$ cat src/sv/two_level_bitmap_intersect_top_assert.svh
// assertion macros for the two-level bitmap intersect block
`ifndef TWO_LEVEL_BITMAP_INTERSECT_TOP_ASSERT_SVH
`define TWO_LEVEL_BITMAP_INTERSECT_TOP_ASSERT_SVH
`ifndef SYNTH
`define TLBM_ASSERT_HOLDS(lbl, cond, msg) \
  lbl: assert property (@(posedge clk_i) disable iff (!rst_ni) (cond)) else $error(msg);
`define TLBM_ASSERT_NEXT(lbl, ante, cons, msg) \
  lbl: assert property (@(posedge clk_i) disable iff (!rst_ni) (ante) |=> (cons)) \
    else $error(msg);
`else
`define TLBM_ASSERT_HOLDS(lbl, cond, msg)
`define TLBM_ASSERT_NEXT(lbl, ante, cons, msg)
`endif
`endif

$ cat src/sv/tlbm_fifo.sv
// small queue between front end and engine
module tlbm_fifo #(
  parameter int unsigned WIDTH = 28,
  parameter int unsigned DEPTH = 2
) (
  input  logic             clk_i,
  input  logic             rst_ni,
  input  logic             push_i,
  input  logic [WIDTH-1:0] data_i,
  output logic             full_o,
  input  logic             pop_i,
  output logic [WIDTH-1:0] data_o,
  output logic             empty_o
);

  localparam int unsigned PTR_W = (DEPTH > 1) ? $clog2(DEPTH) : 1;
  localparam int unsigned CNT_W = $clog2(DEPTH + 1);

  logic [WIDTH-1:0] mem_q [DEPTH];
  logic [PTR_W-1:0] wr_q, wr_d, rd_q, rd_d;
  logic [CNT_W-1:0] cnt_q, cnt_d;
  logic             do_push, do_pop;

  assign full_o  = (cnt_q == CNT_W'(DEPTH));
  assign empty_o = (cnt_q == '0);
  assign do_push = push_i && !full_o;
  assign do_pop  = pop_i && !empty_o;
  assign data_o  = mem_q[rd_q];

  always_comb begin
    wr_d  = wr_q;
    rd_d  = rd_q;
    cnt_d = cnt_q;
    if (do_push) wr_d = (wr_q == PTR_W'(DEPTH - 1)) ? '0 : wr_q + 1'b1;
    if (do_pop) rd_d = (rd_q == PTR_W'(DEPTH - 1)) ? '0 : rd_q + 1'b1;
    if (do_push && !do_pop) cnt_d = cnt_q + 1'b1;
    else if (do_pop && !do_push) cnt_d = cnt_q - 1'b1;
  end

  always_ff @(posedge clk_i or negedge rst_ni) begin
    if (!rst_ni) begin
      wr_q  <= '0;
      rd_q  <= '0;
      cnt_q <= '0;
    end else begin
      wr_q  <= wr_d;
      rd_q  <= rd_d;
      cnt_q <= cnt_d;
    end
  end

  always_ff @(posedge clk_i) begin
    if (do_push) mem_q[wr_q] <= data_i;
  end

endmodule

$ cat config.mk
export PLATFORM = sky130hd
export DESIGN_NAME = tlbm_fifo
export DESIGN_NICKNAME = d
export VERILOG_FILES = /design/src/sv/two_level_bitmap_intersect_top_assert.svh /design/src/sv/tlbm_fifo.sv
export SDC_FILE = /design/constraint.sdc
export NUM_CORES = 1
export LEC_CHECK = 0
export ABC_AREA = 1
export BUFFER_PORTS_ARGS = -buffer_cell sky130_fd_sc_hd__buf_4
export CAP_MARGIN = 20
export CORE_UTILIZATION = 53
export DETAILED_ROUTE_END_ITERATION = 8
export HOLD_SLACK_MARGIN = 0.05
export PLACE_DENSITY = 0.79
export SLEW_MARGIN = 30
export SYNTH_ARGS = -nofsm -noshare
export SYNTH_HDL_FRONTEND = slang
export SYNTH_SLANG_ARGS = --single-unit
$ cat constraint.sdc
create_clock -name clk_i -period 6.2 [get_ports clk_i]
set_clock_uncertainty 0.2 [all_clocks]
set_input_delay 1.24 -clock clk_i [delete_from_list [all_inputs] [get_ports clk_i]]
set_output_delay 1.24 -clock clk_i [all_outputs]
set_load 0.005 [all_outputs]
==> results.sh <==
export IMPL_path_buf_inv=2
export IMPL_cts_buffer_depth=2
export IMPL_final_antenna_net_count=0
export IMPL_hold_violations=0
export IMPL_cts_root_buffer="clkbuf_8"
export IMPL_power_density_nw_per_um2=445.5
export IMPL_numCtsBuffers=9
export IMPL_synth_cells=178
export IMPL_finalSetupViolations=0
export IMPL_wl_um=3867
export IMPL_syn_area_um2=2278
export IMPL_period_needed_ns=3.209
export IMPL_hold_path_class="reg2reg"
export IMPL_hold_depth=2
export IMPL_dieArea_um2=4565
export IMPL_final_nets=278
export IMPL_cts_num_sinks=60
export IMPL_viasPerCell=4.775
export IMPL_path_clk_slew_ns=0.06
export IMPL_tightestPinTransition_ns=0.5942
export IMPL_fin_util=0.7169
export IMPL_slowest_delay_ns=0.70
export IMPL_numPortBuffers=61
export IMPL_dp_hpwl_um=2420
export IMPL_drtIter0Drc=72
export IMPL_cts_hold_buf=0
export IMPL_fp_row_count=23
export IMPL_num_antenna_cells=0
export IMPL_stdcell_count=298
export IMPL_drt_first_pass_iters=4
export IMPL_coreArea_um2=4058
export IMPL_maxSlewViolCount=0
export IMPL_ys_seq_area_frac=0.7820
export IMPL_status="complete, no violations"
export IMPL_die_height_um=67.57
export IMPL_ys_top_cells_by_count="93 x nand2_1, 56 x edfxtp_1, 7 x inv_1"
export IMPL_grt_use_met3=0.08446
export IMPL_start_util=0.5615
export IMPL_cap_violations=0
export IMPL_period_share=0.5175
export IMPL_cp_end_kind="primary output"
export IMPL_drive_gt1_frac=0.3226
export IMPL_r2r_cells=5
export IMPL_cts_max_level=3
export IMPL_syn_num_nets=211
export IMPL_ir_drop_mv=0.2673
export IMPL_grt_max_degree=31
export IMPL_slowest_stage="dfrtp_2"
export IMPL_critPathMaxFanout=30
export IMPL_yosys_area_top_type_share=0.7381
export IMPL_worstPathRequired_ns=4.76
export IMPL_track_usage=0.1934
export IMPL_clkLatencyLatePin_ns=0.33
export IMPL_fillCellCount=286
export IMPL_worstSetupPathDepth=4
export IMPL_path_delay_family="flip-flops"
export IMPL_synth_edf_count=56
export IMPL_antenna_found_initial=0
export IMPL_fin_tns_setup_ns=0
export IMPL_grt_pass1_wl_um=5878
export IMPL_ctsResizeCount=0
export IMPL_avgSynthCellArea_um2=12.80
export IMPL_ys_types=16
export IMPL_routedWlPerCell_um=12.98
export IMPL_synth_area_leaders="edfxtp_1 74%, nand2_1 15%, dfrtp_1 4.4%"
export IMPL_numPlacedInstances=284
export IMPL_crit_path_start_kind="flop"
export IMPL_arrival_ns=1.77
export IMPL_syn_to_final_growth_pct=27.68
export IMPL_total_power_uw=1296
export IMPL_ios=62
export IMPL_postCtsSetupBuffers=0
export IMPL_multi_input_area_um2=421.7
export IMPL_grt_setup_unrepaired="no"
export IMPL_synth_top_area_cell="edfxtp_1"
export IMPL_crit_chain="inv_2 > nand2_1 > nand2_1 > buf_4"
export IMPL_grt_remaining_overflow=0
export IMPL_synth_most_common_cell="nand2_1"
export IMPL_grt_busiest_layer="met2"
export IMPL_ys_ff_latch=60
export IMPL_max_freq_mhz=311.7
export IMPL_max_slew_margin=0.6033
export IMPL_p_leak_uw=0.001284
export IMPL_yosysWarningCount=0
export IMPL_drcViolationCount=0
export IMPL_vias=1423
export IMPL_cts_tree="yes"
export IMPL_grt_pass1_vias=1309
export IMPL_ys_flop_type="edfxtp_1"
export IMPL_register_area_um2=1783
export IMPL_grtUsageMet1=0.2343
export IMPL_use_met2=0.2908
export IMPL_placedInstanceArea_um2=2761
export IMPL_crit_type="reg2out"
export IMPL_routabilityCongestion=0.6934
export IMPL_die_w_um=67.57
export IMPL_ys_async_sr_fraction=0.06667
export IMPL_crit_top_cell="nand2_1"
export IMPL_finalInstanceArea_um2=2909
## worst paths after layout
path,start,to,slack [ns]
setup / recovery,rd_q$_DFFE_PN0P_,data_o[6],2.99
hold / removal,wr_q$_DFFE_PN0P_,wr_q$_DFFE_PN0P_,0.28
setup reg to reg,cnt_q[1]$_DFFE_PN0P_,mem_q[0][5]$_DFFE_PP_,4.38
hold reg to reg,wr_q$_DFFE_PN0P_,wr_q$_DFFE_PN0P_,0.28
max in group asynchronous,rst_ni,rd_q$_DFFE_PN0P_,5.18
min in group asynchronous,rst_ni,cnt_q[0]$_DFFE_PN0P_,0.50
## state kept, by name, indices dropped and copies added (netlist names)
register  count
wr_q          1
rd_q          1
cnt_q         2
mem_q        56
## metal layers
| layer | part of all wire | vias up |
|---|---|---|
| li1 | - | 723 |
| met1 | 0.43 | 634 |
| met2 | 0.49 | 55 |
| met3 | 0.060 | 11 |
| met4 | 0.022 | 0 |
| met5 | 0 | - |
## power by group
| group | switching, µW | internal, µW | total [µW] | leakage (µW) |
|---|---|---|---|---|
| Clock | 135 | 137 | 272 | 0.0000792 |
| Sequential | 55.7 | 555 | 611 | 0.000568 |
| Combinational | 219 | 194 | 413 | 0.000637 |
| Total | 410 | 886 | 1300 | 0.00128 |
## through the flow
stage | worst slack (ns) | hold WS, ns
after floorplan | 3.051 | 0.2490
after global placement | 2.978 | 0.2636
after detailed placement | 2.906 | 0.2697
after CTS | 2.539 | 0.2828
after global routing | 2.859 | 0.3226
final | 2.991 | 0.2790
## cell usage in the layout, fill, tap and decap left out
| cell type | n |
|---|---|
| nand2_1 | 93 |
| edfxtp_1 | 56 |
| dfrtp_2 | 1 |
| clkinv_1 | 1 |
| nor2_2 | 3 |
| buf_4 | 62 |
| nand4_1 | 1 |
| inv_2 | 2 |
| clkbuf_1 | 1 |
| xnor2_1 | 1 |
| inv_1 | 6 |
| clkbuf_8 | 9 |
| nor2_1 | 1 |
| ha_1 | 1 |
| dfrtp_1 | 3 |
| o21ai_0 | 2 |
| nand3_1 | 1 |
| nand3b_1 | 1 |
| clkinv_2 | 3 |
## tightest hold or removal path, cell delays in order (launching register included)
cell	delay, ns
dfrtp_1	0.34
nand2_1	0.05
nand2_1	0.06
## cells by family after synthesis
family / synth area share
adders and majority gates: 0.005491
DFF: 0.7820
and+or+nand+nor: 0.1702
xor gates and xnor gates: 0.003845
buffers and inverters: 0.03405
AOI/OAI and AO/OA: 0.004393
## layout make-up
| cell class | instances | area share |
|---|---|---|
| well taps | 50 | 0.02151 |
| inverters | 8 | 0.01032 |
| repair buffers | 62 | 0.1600 |
| flip-flops and latches | 60 | 0.6129 |
| multi-input cells | 104 | 0.1449 |
| clock inverters | 4 | 0.006452 |
| clock buffers | 10 | 0.04387 |
Note: power is estimated with default switching activity, not from simulation.
